--- src/hw/rtl/mre_pkg.sv ---
package mre_pkg;

  // Request opcodes; the fourth code is rejected as a bad request
  typedef enum logic [1:0] {
    OP_SEND = 2'd0,
    OP_RECV = 2'd1,
    OP_INT  = 2'd2,
    OP_RSVD = 2'd3
  } op_e;

  // Per-process mode
  typedef enum logic [1:0] {
    MODE_IDLE = 2'd0,
    MODE_SEND = 2'd1,
    MODE_RECV = 2'd2
  } mode_e;

  // Result status codes
  typedef enum logic [3:0] {
    STAT_SENT      = 4'd0,
    STAT_SEND_BLK  = 4'd1,
    STAT_RECVD     = 4'd2,
    STAT_RECV_BLK  = 4'd3,
    STAT_INT_TAKEN = 4'd4,
    STAT_INT_WOKE  = 4'd5,
    STAT_INT_PEND  = 4'd6,
    STAT_DEADLOCK  = 4'd7,
    STAT_BAD       = 4'd8
  } status_e;

  localparam logic [5:0] ID_ANY    = 6'd32;
  localparam logic [5:0] ID_INT    = 6'd33;
  localparam logic [5:0] LINK_NONE = 6'd63;

  // One row of the process table
  typedef struct packed {
    mode_e       mode;
    logic [5:0]  target;
    logic [5:0]  awaited;
    logic [31:0] buffer;
    logic        int_pend;
    logic [5:0]  head;
    logic [5:0]  tail;
    logic [5:0]  next_w;
  } rec_t;

  localparam rec_t REC_RESET = '{
    mode:     MODE_IDLE,
    target:   6'd0,
    awaited:  6'd0,
    buffer:   32'd0,
    int_pend: 1'b0,
    head:     LINK_NONE,
    tail:     LINK_NONE,
    next_w:   LINK_NONE
  };

  // One result word
  typedef struct packed {
    status_e     status;
    logic [5:0]  from_id;
    logic [4:0]  to_id;
    logic [31:0] from_buffer;
    logic [31:0] to_buffer;
    logic        wake_valid;
    logic [4:0]  wake_id;
    logic        caller_blocks;
  } res_t;

endpackage

--- src/hw/rtl/mre_req_if.sv ---
interface mre_req_if;
  logic        valid;
  logic        ready;
  logic [1:0]  opcode;
  logic [4:0]  caller_id;
  logic [5:0]  peer_id;
  logic [31:0] buffer_handle;

  modport source (output valid, opcode, caller_id, peer_id, buffer_handle, input ready);
  modport sink   (input valid, opcode, caller_id, peer_id, buffer_handle, output ready);
endinterface

--- src/hw/rtl/mre_res_if.sv ---
interface mre_res_if;
  logic        valid;
  logic        ready;
  logic [3:0]  status;
  logic [5:0]  from_id;
  logic [4:0]  to_id;
  logic [31:0] from_buffer;
  logic [31:0] to_buffer;
  logic        wake_valid;
  logic [4:0]  wake_id;
  logic        caller_blocks;

  modport source (output valid, status, from_id, to_id, from_buffer, to_buffer,
                  wake_valid, wake_id, caller_blocks, input ready);
  modport sink   (input valid, status, from_id, to_id, from_buffer, to_buffer,
                  wake_valid, wake_id, caller_blocks, output ready);
endinterface

--- src/hw/rtl/mre_table.sv ---
module mre_table #(
  parameter int NUM_PROCS = 32
) (
  input  logic                         clk_i,
  input  logic                         rst_ni,
  input  logic [$clog2(NUM_PROCS)-1:0] rd_addr_i,
  output mre_pkg::rec_t                rd_data_o,
  input  logic                         wr_en_i,
  input  logic [$clog2(NUM_PROCS)-1:0] wr_addr_i,
  input  mre_pkg::rec_t                wr_data_i
);

  mre_pkg::rec_t mem [NUM_PROCS];
  logic [NUM_PROCS-1:0] vld_q;
  mre_pkg::rec_t rd_q;
  logic rd_vld_q;

  // Write port and registered read port
  always_ff @(posedge clk_i) begin
    if (wr_en_i) begin
      mem[wr_addr_i] <= wr_data_i;
    end
    rd_q <= mem[rd_addr_i];
  end

  // Track written rows; unwritten rows read as the reset row
  always_ff @(posedge clk_i or negedge rst_ni) begin
    if (!rst_ni) begin
      vld_q    <= '0;
      rd_vld_q <= 1'b0;
    end else begin
      if (wr_en_i) begin
        vld_q[wr_addr_i] <= 1'b1;
      end
      rd_vld_q <= vld_q[rd_addr_i];
    end
  end

  assign rd_data_o = rd_vld_q ? rd_q : mre_pkg::REC_RESET;

endmodule

--- src/hw/rtl/message_rendezvous_engine_unit.sv ---
// Interrupt events pass through S_WAIT and S_CHK to S_DONE; requests with a bad
//   caller or opcode go straight to S_DONE. Send and receive time is set by the
//   chain walk or queue unlink through the single table read port.
// Throughput: one word at a time; ready again once the result is registered.
// Reset: all processes idle, queues empty, no interrupts pending, at once.
module message_rendezvous_engine_unit #(
  parameter int NUM_PROCS = 32
) (
  input  logic    clk_i,
  input  logic    rst_ni,
  mre_req_if.sink   req_i,
  mre_res_if.source res_o
);

  localparam int IDX_W = $clog2(NUM_PROCS);
  localparam int CNT_W = $clog2(NUM_PROCS + 1);

  typedef enum logic [12:0] {
    S_IDLE  = 13'b0000000000001,
    S_WAIT  = 13'b0000000000010,
    S_CHK   = 13'b0000000000100,
    S_WALK  = 13'b0000000001000,
    S_DREC  = 13'b0000000010000,
    S_ENQT  = 13'b0000000100000,
    S_ENQD  = 13'b0000001000000,
    S_RSRC  = 13'b0000010000000,
    S_UNL   = 13'b0000100000000,
    S_WPREV = 13'b0001000000000,
    S_WC    = 13'b0010000000000,
    S_WFROM = 13'b0100000000000,
    S_DONE  = 13'b1000000000000
  } state_e;

  state_e state_q, state_d, ret_q, ret_d;
  logic [IDX_W-1:0] ra_q, ra_d;
  logic [CNT_W-1:0] n_q, n_d;
  logic [1:0]  op_q, op_d;
  logic [4:0]  c_q, c_d;
  logic [5:0]  peer_q, peer_d;
  logic [31:0] buf_q, buf_d;
  logic [5:0]  p_q, p_d, prev_q, prev_d, who_q, who_d, t_q, t_d;
  logic        found_q, found_d, link_q, link_d;
  mre_pkg::rec_t crec_q, crec_d, drec_q, drec_d, frec_q, frec_d, prec_q, prec_d;
  mre_pkg::res_t res_q, res_d, out_q;
  logic        ov_q, ov_d;

  mre_pkg::rec_t rdata, wr_data;
  logic [IDX_W-1:0] wr_addr;
  logic        wr_en;
  logic        load_out;

  function automatic logic id_ok(input logic [5:0] id);
    return 32'(id) < NUM_PROCS;
  endfunction

  function automatic logic [IDX_W-1:0] to_idx(input logic [5:0] id);
    return IDX_W'(id);
  endfunction

  function automatic mre_pkg::res_t mk_res(input mre_pkg::status_e st,
      input logic [5:0] from, input logic [4:0] to, input logic [31:0] fb,
      input logic [31:0] tb, input logic wv, input logic [4:0] wid,
      input logic blk);
    mre_pkg::res_t r;
    r.status        = st;
    r.from_id       = from;
    r.to_id         = to;
    r.from_buffer   = fb;
    r.to_buffer     = tb;
    r.wake_valid    = wv;
    r.wake_id       = wid;
    r.caller_blocks = blk;
    return r;
  endfunction

  mre_table #(.NUM_PROCS(NUM_PROCS)) u_table (
    .clk_i     (clk_i),
    .rst_ni    (rst_ni),
    .rd_addr_i (ra_q),
    .rd_data_o (rdata),
    .wr_en_i   (wr_en),
    .wr_addr_i (wr_addr),
    .wr_data_i (wr_data)
  );

  assign req_i.ready = (state_q == S_IDLE);
  assign load_out    = (state_q == S_DONE) && (!ov_q || res_o.ready);

  // Sequencer
  always_comb begin
    mre_pkg::res_t bad;
    bad = mk_res(mre_pkg::STAT_BAD, 6'd0, 5'd0, 32'd0, 32'd0, 1'b0, 5'd0, 1'b0);
    state_d = state_q;
    ret_d   = ret_q;
    ra_d    = ra_q;
    n_d     = n_q;
    op_d    = op_q;
    c_d     = c_q;
    peer_d  = peer_q;
    buf_d   = buf_q;
    p_d     = p_q;
    prev_d  = prev_q;
    who_d   = who_q;
    t_d     = t_q;
    found_d = found_q;
    link_d  = link_q;
    crec_d  = crec_q;
    drec_d  = drec_q;
    frec_d  = frec_q;
    prec_d  = prec_q;
    res_d   = res_q;
    wr_en   = 1'b0;
    wr_addr = to_idx({1'b0, c_q});
    wr_data = crec_q;

    case (state_q)
      S_IDLE: begin
        if (req_i.valid) begin
          op_d   = req_i.opcode;
          c_d    = req_i.caller_id;
          peer_d = req_i.peer_id;
          buf_d  = req_i.buffer_handle;
          if (!id_ok({1'b0, req_i.caller_id}) ||
              !(req_i.opcode inside {mre_pkg::OP_SEND, mre_pkg::OP_RECV,
                                     mre_pkg::OP_INT})) begin
            res_d   = bad;
            state_d = S_DONE;
          end else begin
            ra_d    = to_idx({1'b0, req_i.caller_id});
            ret_d   = S_CHK;
            state_d = S_WAIT;
          end
        end
      end

      S_WAIT: begin
        state_d = ret_q;
      end

      // Caller row is in hand: screen the request and dispatch
      S_CHK: begin
        crec_d  = rdata;
        state_d = S_DONE;
        case (op_q)
          mre_pkg::OP_SEND: begin
            if (!id_ok(peer_q) || peer_q == {1'b0, c_q} ||
                rdata.mode != mre_pkg::MODE_IDLE) begin
              res_d = bad;
            end else begin
              p_d     = peer_q;
              n_d     = '0;
              ra_d    = to_idx(peer_q);
              ret_d   = S_WALK;
              state_d = S_WAIT;
            end
          end
          mre_pkg::OP_RECV: begin
            if (rdata.mode != mre_pkg::MODE_IDLE || peer_q == {1'b0, c_q} ||
                (peer_q != mre_pkg::ID_ANY && peer_q != mre_pkg::ID_INT &&
                 !id_ok(peer_q))) begin
              res_d = bad;
            end else if (rdata.int_pend &&
                         (peer_q == mre_pkg::ID_ANY || peer_q == mre_pkg::ID_INT)) begin
              wr_en            = 1'b1;
              wr_data          = rdata;
              wr_data.int_pend = 1'b0;
              res_d = mk_res(mre_pkg::STAT_INT_TAKEN, mre_pkg::ID_INT, c_q, 32'd0,
                             buf_q, 1'b0, 5'd0, 1'b0);
            end else if (peer_q == mre_pkg::ID_ANY && id_ok(rdata.head)) begin
              who_d   = rdata.head;
              p_d     = rdata.head;
              prev_d  = mre_pkg::LINK_NONE;
              n_d     = '0;
              found_d = 1'b0;
              ra_d    = to_idx(rdata.head);
              ret_d   = S_UNL;
              state_d = S_WAIT;
            end else if (peer_q != mre_pkg::ID_ANY && id_ok(peer_q)) begin
              ra_d    = to_idx(peer_q);
              ret_d   = S_RSRC;
              state_d = S_WAIT;
            end else begin
              wr_en           = 1'b1;
              wr_data         = rdata;
              wr_data.mode    = mre_pkg::MODE_RECV;
              wr_data.awaited = peer_q;
              wr_data.buffer  = buf_q;
              res_d = mk_res(mre_pkg::STAT_RECV_BLK, 6'd0, 5'd0, 32'd0, 32'd0,
                             1'b0, 5'd0, 1'b1);
            end
          end
          mre_pkg::OP_INT: begin
            wr_en   = 1'b1;
            wr_data = rdata;
            if (rdata.mode == mre_pkg::MODE_RECV &&
                (rdata.awaited == mre_pkg::ID_INT || rdata.awaited == mre_pkg::ID_ANY)) begin
              wr_data.mode     = mre_pkg::MODE_IDLE;
              wr_data.awaited  = 6'd0;
              wr_data.int_pend = 1'b0;
              res_d = mk_res(mre_pkg::STAT_INT_WOKE, mre_pkg::ID_INT, c_q, 32'd0,
                             rdata.buffer, 1'b1, c_q, 1'b0);
            end else begin
              wr_data.int_pend = 1'b1;
              res_d = mk_res(mre_pkg::STAT_INT_PEND, 6'd0, 5'd0, 32'd0, 32'd0,
                             1'b0, 5'd0, 1'b0);
            end
          end
          default: begin
            res_d = bad;
          end
        endcase
      end

      // Follow send targets looking for a cycle back to the caller
      S_WALK: begin
        if (rdata.mode != mre_pkg::MODE_SEND) begin
          ra_d    = to_idx(peer_q);
          ret_d   = S_DREC;
          state_d = S_WAIT;
        end else if (rdata.target == {1'b0, c_q}) begin
          res_d = mk_res(mre_pkg::STAT_DEADLOCK, 6'd0, 5'd0, 32'd0, 32'd0,
                         1'b0, 5'd0, 1'b0);
          state_d = S_DONE;
        end else begin
          p_d     = rdata.target;
          n_d     = n_q + CNT_W'(1);
          state_d = S_WAIT;
          if (n_q == CNT_W'(NUM_PROCS - 1) || !id_ok(rdata.target)) begin
            ra_d  = to_idx(peer_q);
            ret_d = S_DREC;
          end else begin
            ra_d  = to_idx(rdata.target);
            ret_d = S_WALK;
          end
        end
      end

      // Destination row: deliver or queue the caller
      S_DREC: begin
        drec_d = rdata;
        if (rdata.mode == mre_pkg::MODE_RECV &&
            (rdata.awaited == {1'b0, c_q} || rdata.awaited == mre_pkg::ID_ANY)) begin
          wr_en           = 1'b1;
          wr_addr         = to_idx(peer_q);
          wr_data         = rdata;
          wr_data.mode    = mre_pkg::MODE_IDLE;
          wr_data.awaited = 6'd0;
          res_d = mk_res(mre_pkg::STAT_SENT, {1'b0, c_q}, 5'(peer_q), buf_q,
                         rdata.buffer, 1'b1, 5'(peer_q), 1'b0);
          state_d = S_DONE;
        end else begin
          wr_en          = 1'b1;
          wr_data        = crec_q;
          wr_data.mode   = mre_pkg::MODE_SEND;
          wr_data.target = peer_q;
          wr_data.buffer = buf_q;
          wr_data.next_w = mre_pkg::LINK_NONE;
          t_d            = rdata.tail;
          if (rdata.head == mre_pkg::LINK_NONE || !id_ok(rdata.tail)) begin
            link_d  = 1'b0;
            state_d = S_ENQD;
          end else begin
            link_d  = 1'b1;
            ra_d    = to_idx(rdata.tail);
            ret_d   = S_ENQT;
            state_d = S_WAIT;
          end
        end
      end

      // Link the caller behind the old tail
      S_ENQT: begin
        wr_en          = 1'b1;
        wr_addr        = to_idx(t_q);
        wr_data        = rdata;
        wr_data.next_w = {1'b0, c_q};
        state_d        = S_ENQD;
      end

      // Update the destination's queue pointers
      S_ENQD: begin
        wr_en        = 1'b1;
        wr_addr      = to_idx(peer_q);
        wr_data      = drec_q;
        wr_data.tail = {1'b0, c_q};
        if (!link_q) begin
          wr_data.head = {1'b0, c_q};
        end else if (t_q == peer_q) begin
          wr_data.next_w = {1'b0, c_q};
        end
        res_d = mk_res(mre_pkg::STAT_SEND_BLK, 6'd0, 5'd0, 32'd0, 32'd0,
                       1'b0, 5'd0, 1'b1);
        state_d = S_DONE;
      end

      // Named sender row: take it if it waits on the caller
      S_RSRC: begin
        if (rdata.mode == mre_pkg::MODE_SEND && rdata.target == {1'b0, c_q}) begin
          frec_d  = rdata;
          who_d   = peer_q;
          found_d = 1'b0;
          if (id_ok(crec_q.head)) begin
            p_d     = crec_q.head;
            prev_d  = mre_pkg::LINK_NONE;
            n_d     = '0;
            ra_d    = to_idx(crec_q.head);
            ret_d   = S_UNL;
            state_d = S_WAIT;
          end else begin
            state_d = S_WFROM;
          end
        end else begin
          wr_en           = 1'b1;
          wr_data         = crec_q;
          wr_data.mode    = mre_pkg::MODE_RECV;
          wr_data.awaited = peer_q;
          wr_data.buffer  = buf_q;
          res_d = mk_res(mre_pkg::STAT_RECV_BLK, 6'd0, 5'd0, 32'd0, 32'd0,
                         1'b0, 5'd0, 1'b1);
          state_d = S_DONE;
        end
      end

      // Search the caller's queue for the sender and splice it out
      S_UNL: begin
        if (p_q == who_q) begin
          found_d = 1'b1;
          frec_d  = rdata;
          if (!id_ok(prev_q)) begin
            crec_d.head = rdata.next_w;
          end
          if (crec_q.tail == p_q) begin
            crec_d.tail = prev_q;
          end
          prec_d.next_w = rdata.next_w;
          state_d       = S_WPREV;
        end else begin
          prev_d  = p_q;
          prec_d  = rdata;
          p_d     = rdata.next_w;
          n_d     = n_q + CNT_W'(1);
          if (n_q == CNT_W'(NUM_PROCS - 1) || !id_ok(rdata.next_w)) begin
            state_d = S_WFROM;
          end else begin
            ra_d    = to_idx(rdata.next_w);
            ret_d   = S_UNL;
            state_d = S_WAIT;
          end
        end
      end

      S_WPREV: begin
        if (id_ok(prev_q)) begin
          wr_en   = 1'b1;
          wr_addr = to_idx(prev_q);
          wr_data = prec_q;
        end
        state_d = S_WC;
      end

      S_WC: begin
        wr_en   = 1'b1;
        wr_data = crec_q;
        state_d = S_WFROM;
      end

      // Release the sender
      S_WFROM: begin
        wr_en          = 1'b1;
        wr_addr        = to_idx(who_q);
        wr_data        = frec_q;
        wr_data.mode   = mre_pkg::MODE_IDLE;
        wr_data.target = 6'd0;
        if (found_q) begin
          wr_data.next_w = mre_pkg::LINK_NONE;
        end
        res_d = mk_res(mre_pkg::STAT_RECVD, who_q, c_q, frec_q.buffer, buf_q,
                       1'b1, 5'(who_q), 1'b0);
        state_d = S_DONE;
      end

      S_DONE: begin
        if (load_out) begin
          state_d = S_IDLE;
        end
      end

      default: begin
        state_d = S_IDLE;
      end
    endcase
  end

  // Output word valid
  always_comb begin
    ov_d = ov_q && !res_o.ready;
    if (load_out) begin
      ov_d = 1'b1;
    end
  end

  always_ff @(posedge clk_i or negedge rst_ni) begin
    if (!rst_ni) begin
      state_q <= S_IDLE;
      ret_q   <= S_IDLE;
      ov_q    <= 1'b0;
      n_q     <= '0;
      ra_q    <= '0;
    end else begin
      state_q <= state_d;
      ret_q   <= ret_d;
      ov_q    <= ov_d;
      n_q     <= n_d;
      ra_q    <= ra_d;
    end
  end

  // Working registers, no reset
  always_ff @(posedge clk_i) begin
    op_q    <= op_d;
    c_q     <= c_d;
    peer_q  <= peer_d;
    buf_q   <= buf_d;
    p_q     <= p_d;
    prev_q  <= prev_d;
    who_q   <= who_d;
    t_q     <= t_d;
    found_q <= found_d;
    link_q  <= link_d;
    crec_q  <= crec_d;
    drec_q  <= drec_d;
    frec_q  <= frec_d;
    prec_q  <= prec_d;
    res_q   <= res_d;
    if (load_out) begin
      out_q <= res_q;
    end
  end

  assign res_o.valid         = ov_q;
  assign res_o.status        = out_q.status;
  assign res_o.from_id       = out_q.from_id;
  assign res_o.to_id         = out_q.to_id;
  assign res_o.from_buffer   = out_q.from_buffer;
  assign res_o.to_buffer     = out_q.to_buffer;
  assign res_o.wake_valid    = out_q.wake_valid;
  assign res_o.wake_id       = out_q.wake_id;
  assign res_o.caller_blocks = out_q.caller_blocks;

  // Checks
  a_no_write_idle: assert property (@(posedge clk_i) disable iff (!rst_ni)
    (state_q == S_IDLE || state_q == S_DONE || state_q == S_WAIT) |-> !wr_en)
    else $error("table written outside a working state");

  a_walk_bound: assert property (@(posedge clk_i) disable iff (!rst_ni)
    32'(n_q) < NUM_PROCS)
    else $error("walk counter ran past the table");

  a_accept_busy: assert property (@(posedge clk_i) disable iff (!rst_ni)
    (req_i.valid && req_i.ready) |=> !req_i.ready)
    else $error("accepted a second word while busy");

  a_block_no_wake: assert property (@(posedge clk_i) disable iff (!rst_ni)
    res_o.valid |-> !(res_o.caller_blocks && res_o.wake_valid))
    else $error("result both blocks the caller and wakes a process");

endmodule
--- src/flat_wrapper.sv ---
// flat-port wrapper written by rule: the top's interface ports become plain ports
module message_rendezvous_engine_unit_flat 
#(
  parameter int NUM_PROCS = 32
)
  (clk_i, rst_ni, req_i_valid, req_i_opcode, req_i_caller_id, req_i_peer_id, req_i_buffer_handle, req_i_ready, res_o_valid, res_o_status, res_o_from_id, res_o_to_id, res_o_from_buffer, res_o_to_buffer, res_o_wake_valid, res_o_wake_id, res_o_caller_blocks, res_o_ready);
  mre_req_if req_i_i ();
  mre_res_if res_o_i ();
  input  logic clk_i;
  input  logic rst_ni;
  input wire logic [$bits(req_i_i.valid)-1:0] req_i_valid;
  input wire logic [$bits(req_i_i.opcode)-1:0] req_i_opcode;
  input wire logic [$bits(req_i_i.caller_id)-1:0] req_i_caller_id;
  input wire logic [$bits(req_i_i.peer_id)-1:0] req_i_peer_id;
  input wire logic [$bits(req_i_i.buffer_handle)-1:0] req_i_buffer_handle;
  output wire logic [$bits(req_i_i.ready)-1:0] req_i_ready;
  output wire logic [$bits(res_o_i.valid)-1:0] res_o_valid;
  output wire logic [$bits(res_o_i.status)-1:0] res_o_status;
  output wire logic [$bits(res_o_i.from_id)-1:0] res_o_from_id;
  output wire logic [$bits(res_o_i.to_id)-1:0] res_o_to_id;
  output wire logic [$bits(res_o_i.from_buffer)-1:0] res_o_from_buffer;
  output wire logic [$bits(res_o_i.to_buffer)-1:0] res_o_to_buffer;
  output wire logic [$bits(res_o_i.wake_valid)-1:0] res_o_wake_valid;
  output wire logic [$bits(res_o_i.wake_id)-1:0] res_o_wake_id;
  output wire logic [$bits(res_o_i.caller_blocks)-1:0] res_o_caller_blocks;
  input wire logic [$bits(res_o_i.ready)-1:0] res_o_ready;
  assign req_i_i.valid = req_i_valid;
  assign req_i_i.opcode = req_i_opcode;
  assign req_i_i.caller_id = req_i_caller_id;
  assign req_i_i.peer_id = req_i_peer_id;
  assign req_i_i.buffer_handle = req_i_buffer_handle;
  assign req_i_ready = req_i_i.ready;
  assign res_o_valid = res_o_i.valid;
  assign res_o_status = res_o_i.status;
  assign res_o_from_id = res_o_i.from_id;
  assign res_o_to_id = res_o_i.to_id;
  assign res_o_from_buffer = res_o_i.from_buffer;
  assign res_o_to_buffer = res_o_i.to_buffer;
  assign res_o_wake_valid = res_o_i.wake_valid;
  assign res_o_wake_id = res_o_i.wake_id;
  assign res_o_caller_blocks = res_o_i.caller_blocks;
  assign res_o_i.ready = res_o_ready;
  message_rendezvous_engine_unit #(.NUM_PROCS(NUM_PROCS)) u_core (.clk_i(clk_i), .rst_ni(rst_ni), .req_i(req_i_i), .res_o(res_o_i));
endmodule
--- config.mk ---
export PLATFORM = sky130hd
export DESIGN_NAME = message_rendezvous_engine_unit_flat
export DESIGN_NICKNAME = d
export VERILOG_FILES = /design/src/hw/rtl/mre_pkg.sv /design/src/hw/rtl/mre_req_if.sv /design/src/hw/rtl/mre_res_if.sv /design/src/hw/rtl/mre_table.sv /design/src/hw/rtl/message_rendezvous_engine_unit.sv /design/src/flat_wrapper.sv
export SDC_FILE = /design/constraint.sdc
export NUM_CORES = 2
export LEC_CHECK = 0
export BUFFER_PORTS_ARGS = -buffer_cell sky130_fd_sc_hd__buf_2
export CAP_MARGIN = 10
export CORE_MARGIN = 2
export CORE_UTILIZATION = 50
export CTS_CLUSTER_DIAMETER = 200
export DETAILED_ROUTE_END_ITERATION = 12
export GPL_TIMING_DRIVEN = 0
export PLACE_DENSITY = 0.74
export SLEW_MARGIN = 0
export SYNTH_ARGS = -nofsm -noshare
export SYNTH_HDL_FRONTEND = slang
export SYNTH_HIERARCHICAL = 1
export SYNTH_SLANG_ARGS = --single-unit
export TNS_END_PERCENT = 100
--- constraint.sdc ---
create_clock -name clk_i -period 36.5 [get_ports clk_i]
set_input_delay 3.65 -clock clk_i [delete_from_list [all_inputs] [get_ports clk_i]]
set_output_delay 3.65 -clock clk_i [all_outputs]
set_load 0.01 [all_outputs]
# Word-level counts from Yosys, hierarchy flattened
# Memories as Yosys holds them, arrays and structs flattened. A register that Yosys moved wholly into a read port is not among the register bits.
# Cells that the tools add are included.
# Widths: inputs -> output; s select.
[totals]
ff_bits = 560
ramBits = 2080
input_bits = 49
word_cells = 348
memories = 1
[mem_list]
columns = ["memory", "words", "width", "rd", "rd_ports_with_merged_regs", "write_ports", "line_no", "text"]
rows = [
  ["u_core.u_table.mem", 32, 65, 1, 1, 1, "mre_table.sv:13", "mre_pkg::rec_t mem [NUM_PROCS];"],
]
[classes]
n_addsub = 1
order_cmp = 10
n_eq_ne = 66
muxes = 151
n_bitwise = 3
n_reduce_logical = 54
[op_table]
columns = ["cell", "n"]
rows = [
  ["$mux 86", 11],
  ["$pmux 86 s7", 1],
  ["$mux 65", 7],
  ["$pmux 65 s7", 1],
  ["$mux 13", 28],
  ["$pmux 86 s3", 1],
  ["$mux 6", 34],
  ["$pmux 13 s12", 1],
  ["$pmux 65 s2", 1],
  ["$mux 57", 2],
  ["$pmux 57 s2", 1],
  ["$mux 5", 19],
  ["$mux 84", 1],
  ["$pmux 13 s6", 1],
  ["$mux 64", 1],
  ["$pmux 13 s2", 2],
  ["$pmux 6 s4", 2],
  ["$lt 6x6->1 const B", 7],
  ["$mux 12", 3],
  ["$pmux 6 s2", 3],
  ["$or 32x32->32", 1],
  ["$eq 6x6->1 const B", 5],
  ["$pmux 5 s6", 1],
  ["$ne 2x2->1 const B", 13],
  ["other kinds (59)", 138],
]

# Logic depth before layout (Yosys ltp)
[depth]
ltp_word = 11
ltp_mapped = 16

# Hierarchy
# The synthesis kept the hierarchy.
[modules_own_cells]
columns = ["mod", "n_inst", "cells_per_inst", "area_per_inst_um2"]
rows = [
  ["mre_table", 1, 3480, 80886.3],
  ["message_rendezvous_engine_unit", 1, 1747, 22937.0],
]

# Worst setup path after synthesis
# No wires, ideal clock.
[synth_path]
kind = "input port to flip-flop"
startpoint = "in req_i_opcode[0]"
endpoint = "reg u_core/res_q[0] (netlist name), enable pin"
setup_time_ps = 987
t_arrival_ps = 17279
setup_slack_ps = 18234
path_stages = 4
n_path_buf = 0
path_cell_list = "a21oi_1 -> a21oi_1 -> o21ai_1 -> a2111oi_0"
[synth_between]
elab_chain_cells = 4
[synth_lines]
columns = ["item", "line_no", "text"]
rows = [
  ["start, declared", "flat_wrapper.sv:12", "input wire logic [$bits(req_i_i.opcode)-1:0] req_i_opcode;"],
  ["$eq 2x1->1 (tied with other cells)", "message_rendezvous_engine_unit.sv:124", "!(req_i.opcode inside {mre_pkg::OP_SEND, mre_pkg::OP_RECV,"],
  ["$reduce_bool 3->1 *", "message_rendezvous_engine_unit.sv:124", ""],
  ["$ne 2x2->1 (no source line) *", "-", ""],
  ["$reduce_and 10->1 (no source line) *", "-", ""],
  ["end signal, assigned", "message_rendezvous_engine_unit.sv:434", "res_q <= res_d;"],
  ["end, declared", "message_rendezvous_engine_unit.sv:44", "mre_pkg::res_t res_q, res_d, out_q;"],
]
# Mark *: on every way between the ends. The rest lies on a longest branch, timed or not.
# A chain may end at the register's enable or synchronous reset.

==> run_summary.xml <==
<?xml version="1.0" encoding="UTF-8"?>
<metrics>
  <group name="finish">
    <metric name="fin_nets" unit="">5859</metric>
    <metric name="syn_to_final_growth" unit="%">15.63</metric>
    <metric name="filler_cell_count" unit="">14330</metric>
    <metric name="regArea" unit="µm²">80070</metric>
    <metric name="post_route_cells_drive_above_1_share" unit="%">24.42</metric>
    <metric name="multi_input_area" unit="µm²">22550</metric>
  </group>
  <group name="floorplan">
    <metric name="num_io_pins" unit="">137</metric>
    <metric name="initial_core_utilization" unit="%">50.24</metric>
    <metric name="coreArea" unit="µm²">206700</metric>
    <metric name="dieHeight" unit="µm">459.7</metric>
    <metric name="dieArea" unit="µm²">211300</metric>
    <metric name="chipWidth" unit="µm">459.7</metric>
    <metric name="floorplan.rows" unit="">167</metric>
  </group>
  <group name="timing">
    <metric name="worst_slew_margin_rel" unit="%">8.587</metric>
    <metric name="slew_limit_fails" unit="">0</metric>
    <metric name="min_period_over_period" unit="%">22.37</metric>
    <metric name="fin_skew" unit="ps">87.33</metric>
    <metric name="final_report_setup_violation_count" unit="">0</metric>
    <metric name="rsz0062_at_grt" unit="">false</metric>
    <metric name="worst_tran_pin_value" unit="ps">1368</metric>
    <metric name="final_period_minus_worst_setup_slack" unit="ps">8166</metric>
    <metric name="fin_worst_hold_slack" unit="ps">409.8</metric>
    <metric name="setup_total_negative_slack" unit="ps">0</metric>
    <metric name="fmax" unit="MHz">122.5</metric>
    <metric name="timing.final.hold_violations" unit="">0</metric>
  </group>
  <group name="routing">
    <metric name="dr.first_iter.drc_count" unit="">9568</metric>
    <metric name="number_of_vias_per_cell_after_detailed_routing" unit="">6.713</metric>
    <metric name="detail_route.wl_per_cell" unit="µm">35.76</metric>
    <metric name="drc_errors" unit="">0</metric>
    <metric name="totalWireLength" unit="µm">311800</metric>
    <metric name="drt-pass1-iter-count" unit="">6</metric>
    <metric name="detail-route-antenna-nets" unit="">0</metric>
    <metric name="vias" unit="">58530</metric>
  </group>
  <group name="run">
    <metric name="maxCapViolations" unit="">0</metric>
  </group>
  <group name="setup_path">
    <metric name="worst_ep_arrival_time" unit="ps">8780</metric>
    <metric name="worstSetupStartpointType" unit="">flop</metric>
    <metric name="critical_path_required" unit="ps">37120</metric>
    <metric name="worst-setup-path-type" unit="">flop to flop</metric>
    <metric name="worstSetupEndpointType" unit="">flop</metric>
    <metric name="crit_fanout" unit="">21</metric>
    <metric name="reg2regPathDepth" unit="">18</metric>
  </group>
  <group name="placement">
    <metric name="globalplace.congestion" unit="">0.9677</metric>
    <metric name="detailed_place_hpwl" unit="µm">207400</metric>
    <metric name="number_of_i_o_port_buffers" unit="">136</metric>
  </group>
  <group name="logic_synthesis">
    <metric name="synth.top_cells.by_area" unit="">sky130_fd_sc_hd__edfxtp_1, sky130_fd_sc_hd__mux4_2, sky130_fd_sc_hd__dfrtp_1</metric>
    <metric name="synth_adder_area_share" unit="%">0.04820</metric>
    <metric name="synth.net_count" unit="">5280</metric>
    <metric name="synth_cell_types" unit="">90</metric>
    <metric name="synth_compound_area_share" unit="%">5.123</metric>
    <metric name="synth.yosys.seq_area_share" unit="%">77.13</metric>
    <metric name="ys_ff_latch" unit="">2699</metric>
    <metric name="synth.mux.area_fraction" unit="%">11.83</metric>
    <metric name="synth_top_cell_by_area" unit="">sky130_fd_sc_hd__edfxtp_1</metric>
    <metric name="synth-edff-count" unit="">2569</metric>
    <metric name="primary_flip_flop_cell_chosen_by_synthesis_mapping" unit="">sky130_fd_sc_hd__edfxtp_1</metric>
    <metric name="cell_area_after_technology_mapping" unit="µm²">103800</metric>
    <metric name="syn_area_per_cell" unit="µm²">19.86</metric>
    <metric name="synth_simple_gate_area_share" unit="%">4.053</metric>
    <metric name="netlist.area_leader.share" unit="%">74.30</metric>
    <metric name="synth_top_family_by_area" unit="">multiplexers</metric>
    <metric name="postSynthCellCount" unit="">5227</metric>
    <metric name="synth_async_reset_ratio" unit="%">2.408</metric>
    <metric name="synth-xor-area-share" unit="%">0.2868</metric>
    <metric name="yosys_warnings" unit="">6</metric>
  </group>
  <group name="min_path">
    <metric name="worstHoldPathType" unit="">flop to flop</metric>
    <metric name="hold-path-cell-count" unit="">0</metric>
  </group>
  <group name="power_and_ir_drop">
    <metric name="power-per-cell-area" unit="nW/µm²">71.55</metric>
    <metric name="pwr-share-clk" unit="%">31.9</metric>
    <metric name="p_seq_share" unit="%">43.3</metric>
    <metric name="switching_share" unit="%">30.20</metric>
    <metric name="share_comb_of_total_power" unit="%">24.8</metric>
    <metric name="p_int" unit="µW">5996</metric>
    <metric name="switchingPower" unit="µW">2594</metric>
    <metric name="p_leak" unit="µW">0.03904</metric>
    <metric name="vdd.ir_drop.worst" unit="µV">72.53</metric>
  </group>
  <group name="grt">
    <metric name="first_global_vias" unit="">57520</metric>
    <metric name="grt_antenna_before_repair" unit="">22</metric>
    <metric name="largest_net_degree_at_the_start_of_global_routing" unit="">75</metric>
    <metric name="first_pass_grt_wire_length" unit="µm">433800</metric>
    <metric name="grt.total_usage" unit="%">29.25</metric>
    <metric name="grt_overflow_total" unit="">0</metric>
  </group>
  <group name="clocking">
    <metric name="cts-hold-fix-buffers" unit="">0</metric>
    <metric name="post_cts.repair.setup_buffers" unit="">0</metric>
    <metric name="ctsHtreeMaxLevel" unit="">5</metric>
    <metric name="clk_pin_slew" unit="ps">60</metric>
    <metric name="cts-buffers-inserted" unit="">281</metric>
    <metric name="worstSkewPairLatency" unit="ps">960</metric>
    <metric name="ctsRootBufferMaster" unit="">sky130_fd_sc_hd__clkbuf_16</metric>
    <metric name="clock_sink_count" unit="">2699</metric>
    <metric name="cts_tree" unit="">yes</metric>
    <metric name="post_cts.resized_instances" unit="">0</metric>
    <metric name="clk_path_buf_depth" unit="">4</metric>
  </group>
  <group name="outcome">
    <metric name="run_status" unit="">complete, no violations</metric>
  </group>
</metrics>
cell type report:
| type | count | share of cell area [%] |
|---|---|---|
| diodes | 17 | 0.03543 |
| plain buffers | 299 | 1.254 |
| clock buffers | 353 | 6.236 |
| clock inverters | 122 | 0.9630 |
| inverters | 25 | 0.08025 |
| multi-input cells | 2204 | 18.79 |
| flip-flops and latches | 2699 | 66.70 |
| well taps | 2704 | 2.818 |
| repair buffers | 296 | 3.130 |
worst paths after layout:
check	endpoint	start	slack, ps
worst max-delay path	u_core/u_table/mem[4][47]$_DFFE_PP_	u_core/u_table/rd_vld_q$_DFF_PN0_	28330
worst min-delay path	u_core/res_o.to_buffer[3]$_DFFE_PP_	u_core/res_q[10]$_DFFE_PP_	410
worst max register to register	u_core/u_table/mem[4][47]$_DFFE_PP_	u_core/u_table/rd_vld_q$_DFF_PN0_	28330
worst min register to register	u_core/res_o.to_buffer[3]$_DFFE_PP_	u_core/res_q[10]$_DFFE_PP_	410
max in group asynchronous	u_core/state_q[0]$_DFFE_PN1P_	rst_ni	33360
min in group asynchronous	u_core/n_q[2]$_DFFE_PN0P_	rst_ni	2560
synthesized netlist by cell type (37+ instances only):
cell type	n
sky130_fd_sc_hd__o21ai_0	46
sky130_fd_sc_hd__buf_2	98
sky130_fd_sc_hd__nor4_1	72
sky130_fd_sc_hd__a21oi_1	75
sky130_fd_sc_hd__mux4_2	500
sky130_fd_sc_hd__dfxtp_1	65
sky130_fd_sc_hd__mux2i_1	77
sky130_fd_sc_hd__o21ai_1	37
sky130_fd_sc_hd__clkbuf_1	133
sky130_fd_sc_hd__edfxtp_1	2569
sky130_fd_sc_hd__a221oi_1	41
sky130_fd_sc_hd__dfrtp_1	63
sky130_fd_sc_hd__or2_2	46
sky130_fd_sc_hd__nor2_1	109
sky130_fd_sc_hd__a22o_1	96
sky130_fd_sc_hd__nand2_1	251
sky130_fd_sc_hd__and2_1	63
sky130_fd_sc_hd__nand3_1	85
sky130_fd_sc_hd__o22ai_1	251
cell usage in the layout (no fill, tap or decap), types with 27 or more instances in the layout:
master,netlist,routed
sky130_fd_sc_hd__or2_2,46,46
sky130_fd_sc_hd__a222oi_1,31,31
sky130_fd_sc_hd__mux2i_1,77,77
sky130_fd_sc_hd__a22oi_1,34,34
sky130_fd_sc_hd__buf_12,0,90
sky130_fd_sc_hd__a21oi_1,75,75
sky130_fd_sc_hd__o21ai_1,37,29
sky130_fd_sc_hd__nor2_1,109,77
sky130_fd_sc_hd__dfxtp_1,65,65
sky130_fd_sc_hd__buf_8,1,27
sky130_fd_sc_hd__nand2b_1,36,36
sky130_fd_sc_hd__nor4_1,72,72
sky130_fd_sc_hd__nor2_4,0,32
sky130_fd_sc_hd__buf_16,0,28
sky130_fd_sc_hd__dfrtp_1,63,63
sky130_fd_sc_hd__clkbuf_1,133,190
sky130_fd_sc_hd__nand3_1,85,72
sky130_fd_sc_hd__a22o_1,96,96
sky130_fd_sc_hd__nor3_1,31,31
sky130_fd_sc_hd__buf_2,98,238
sky130_fd_sc_hd__o22ai_1,251,251
sky130_fd_sc_hd__mux4_2,500,500
sky130_fd_sc_hd__clkbuf_16,0,285
sky130_fd_sc_hd__buf_4,35,45
sky130_fd_sc_hd__and2_1,63,62
sky130_fd_sc_hd__edfxtp_1,2569,2569
sky130_fd_sc_hd__clkinv_2,0,38
sky130_fd_sc_hd__o21ai_0,46,46
sky130_fd_sc_hd__clkinv_1,0,44
sky130_fd_sc_hd__nand2_1,251,251
sky130_fd_sc_hd__a221oi_1,41,41
metal layers:
layer	track usage, %	vias up	part of all wire [%]
met2	46.15	4566	47
met1	38.40	30080	35
met4	14.33	12	5.6
met3	6.993	865	12
li1	-	23010	-
met5	0	-	0.024
per-stage QoR:
| stage | worst slack, ps | utilization (%) | std cells | power [µW] | cell area [µm²] |
|---|---|---|---|---|---|
| after CTS | 28590 | 57.81 | 8675 | 8557 | 119500 |
| after global routing | 28320 | 58.09 | 8713 | 8789 | 120000 |
| after global placement | 13080 | 52.21 | 8067 | 5799 | 107900 |
| after detailed placement | 28650 | 53.63 | 8200 | 5831 | 110800 |
| final | 28330 | 58.10 | 8719 | 8590 | 120100 |
| after floorplan | 18230 | - | 5227 | 5030 | 103800 |
flip-flops by register name, summed over array words and instances, names as in the netlist, 5 cells and up:
signal                    count
u_core/p_q                    6
u_core/u_table/vld_q         32
u_core/res_o.wake_id          5
u_core/u_table/rd_q          65
u_core/res_o.from_id          6
u_core/who_q                  6
u_core/t_q                    6
u_core/n_q                    6
u_core/crec_q                65
u_core/res_o.to_id            5
u_core/res_q                 86
u_core/res_o.from_buffer     32
u_core/prec_q                65
u_core/prev_q                 6
u_core/u_table/mem         2080
u_core/res_o.to_buffer       32
u_core/ret_q                  7
u_core/peer_q                 6
u_core/c_q                    5
u_core/state_q               13
u_core/ra_q                   5
u_core/frec_q                57
u_core/drec_q                59
u_core/buf_q                 32
worst max-delay path, cell delays in order (launching register included):
cell and delay (ps):
sky130_fd_sc_hd__dfrtp_1 350, sky130_fd_sc_hd__clkbuf_1 590, sky130_fd_sc_hd__clkbuf_1 390, sky130_fd_sc_hd__and2_1 370, sky130_fd_sc_hd__or4b_1 480, sky130_fd_sc_hd__or4_1 420, sky130_fd_sc_hd__o41a_1 240, sky130_fd_sc_hd__clkbuf_1 430
sky130_fd_sc_hd__nand2_1 210, sky130_fd_sc_hd__clkbuf_1 740, sky130_fd_sc_hd__nand3_1 540, sky130_fd_sc_hd__nand2_1 190, sky130_fd_sc_hd__nand3_1 250, sky130_fd_sc_hd__or3b_2 550, sky130_fd_sc_hd__clkbuf_1 460, sky130_fd_sc_hd__nor2_4 880
sky130_fd_sc_hd__buf_16 250, sky130_fd_sc_hd__buf_12 210, sky130_fd_sc_hd__buf_12 200
power groups by stage:
stage | Clock (µW) | Sequential, µW | Combinational (µW)
6_report | 2740 | 3720 | 2130
5_1_grt | 2880 | 3720 | 2200
4_1_cts | 2760 | 3710 | 2080
3_5_place_dp | 0 | 3780 | 2060
3_3_place_gp | 0 | 3810 | 1990
2_1_floorplan | 0 | 3730 | 1300
cell families (layout without fill, tap and decap cells):
family / Yosys count / after routing
adder cells (fa/ha/maj): 4 / 4
buffers and inverters: 324 / 1095
AO/OA/AOI/OAI: 751 / 751
other: 0 / 17
multiplexers: 599 / 599
XOR/XNOR: 34 / 34
AND/OR/NAND/NOR: 816 / 816
flip-flops: 2699 / 2699
Note: power is estimated with default switching activity, not from simulation.
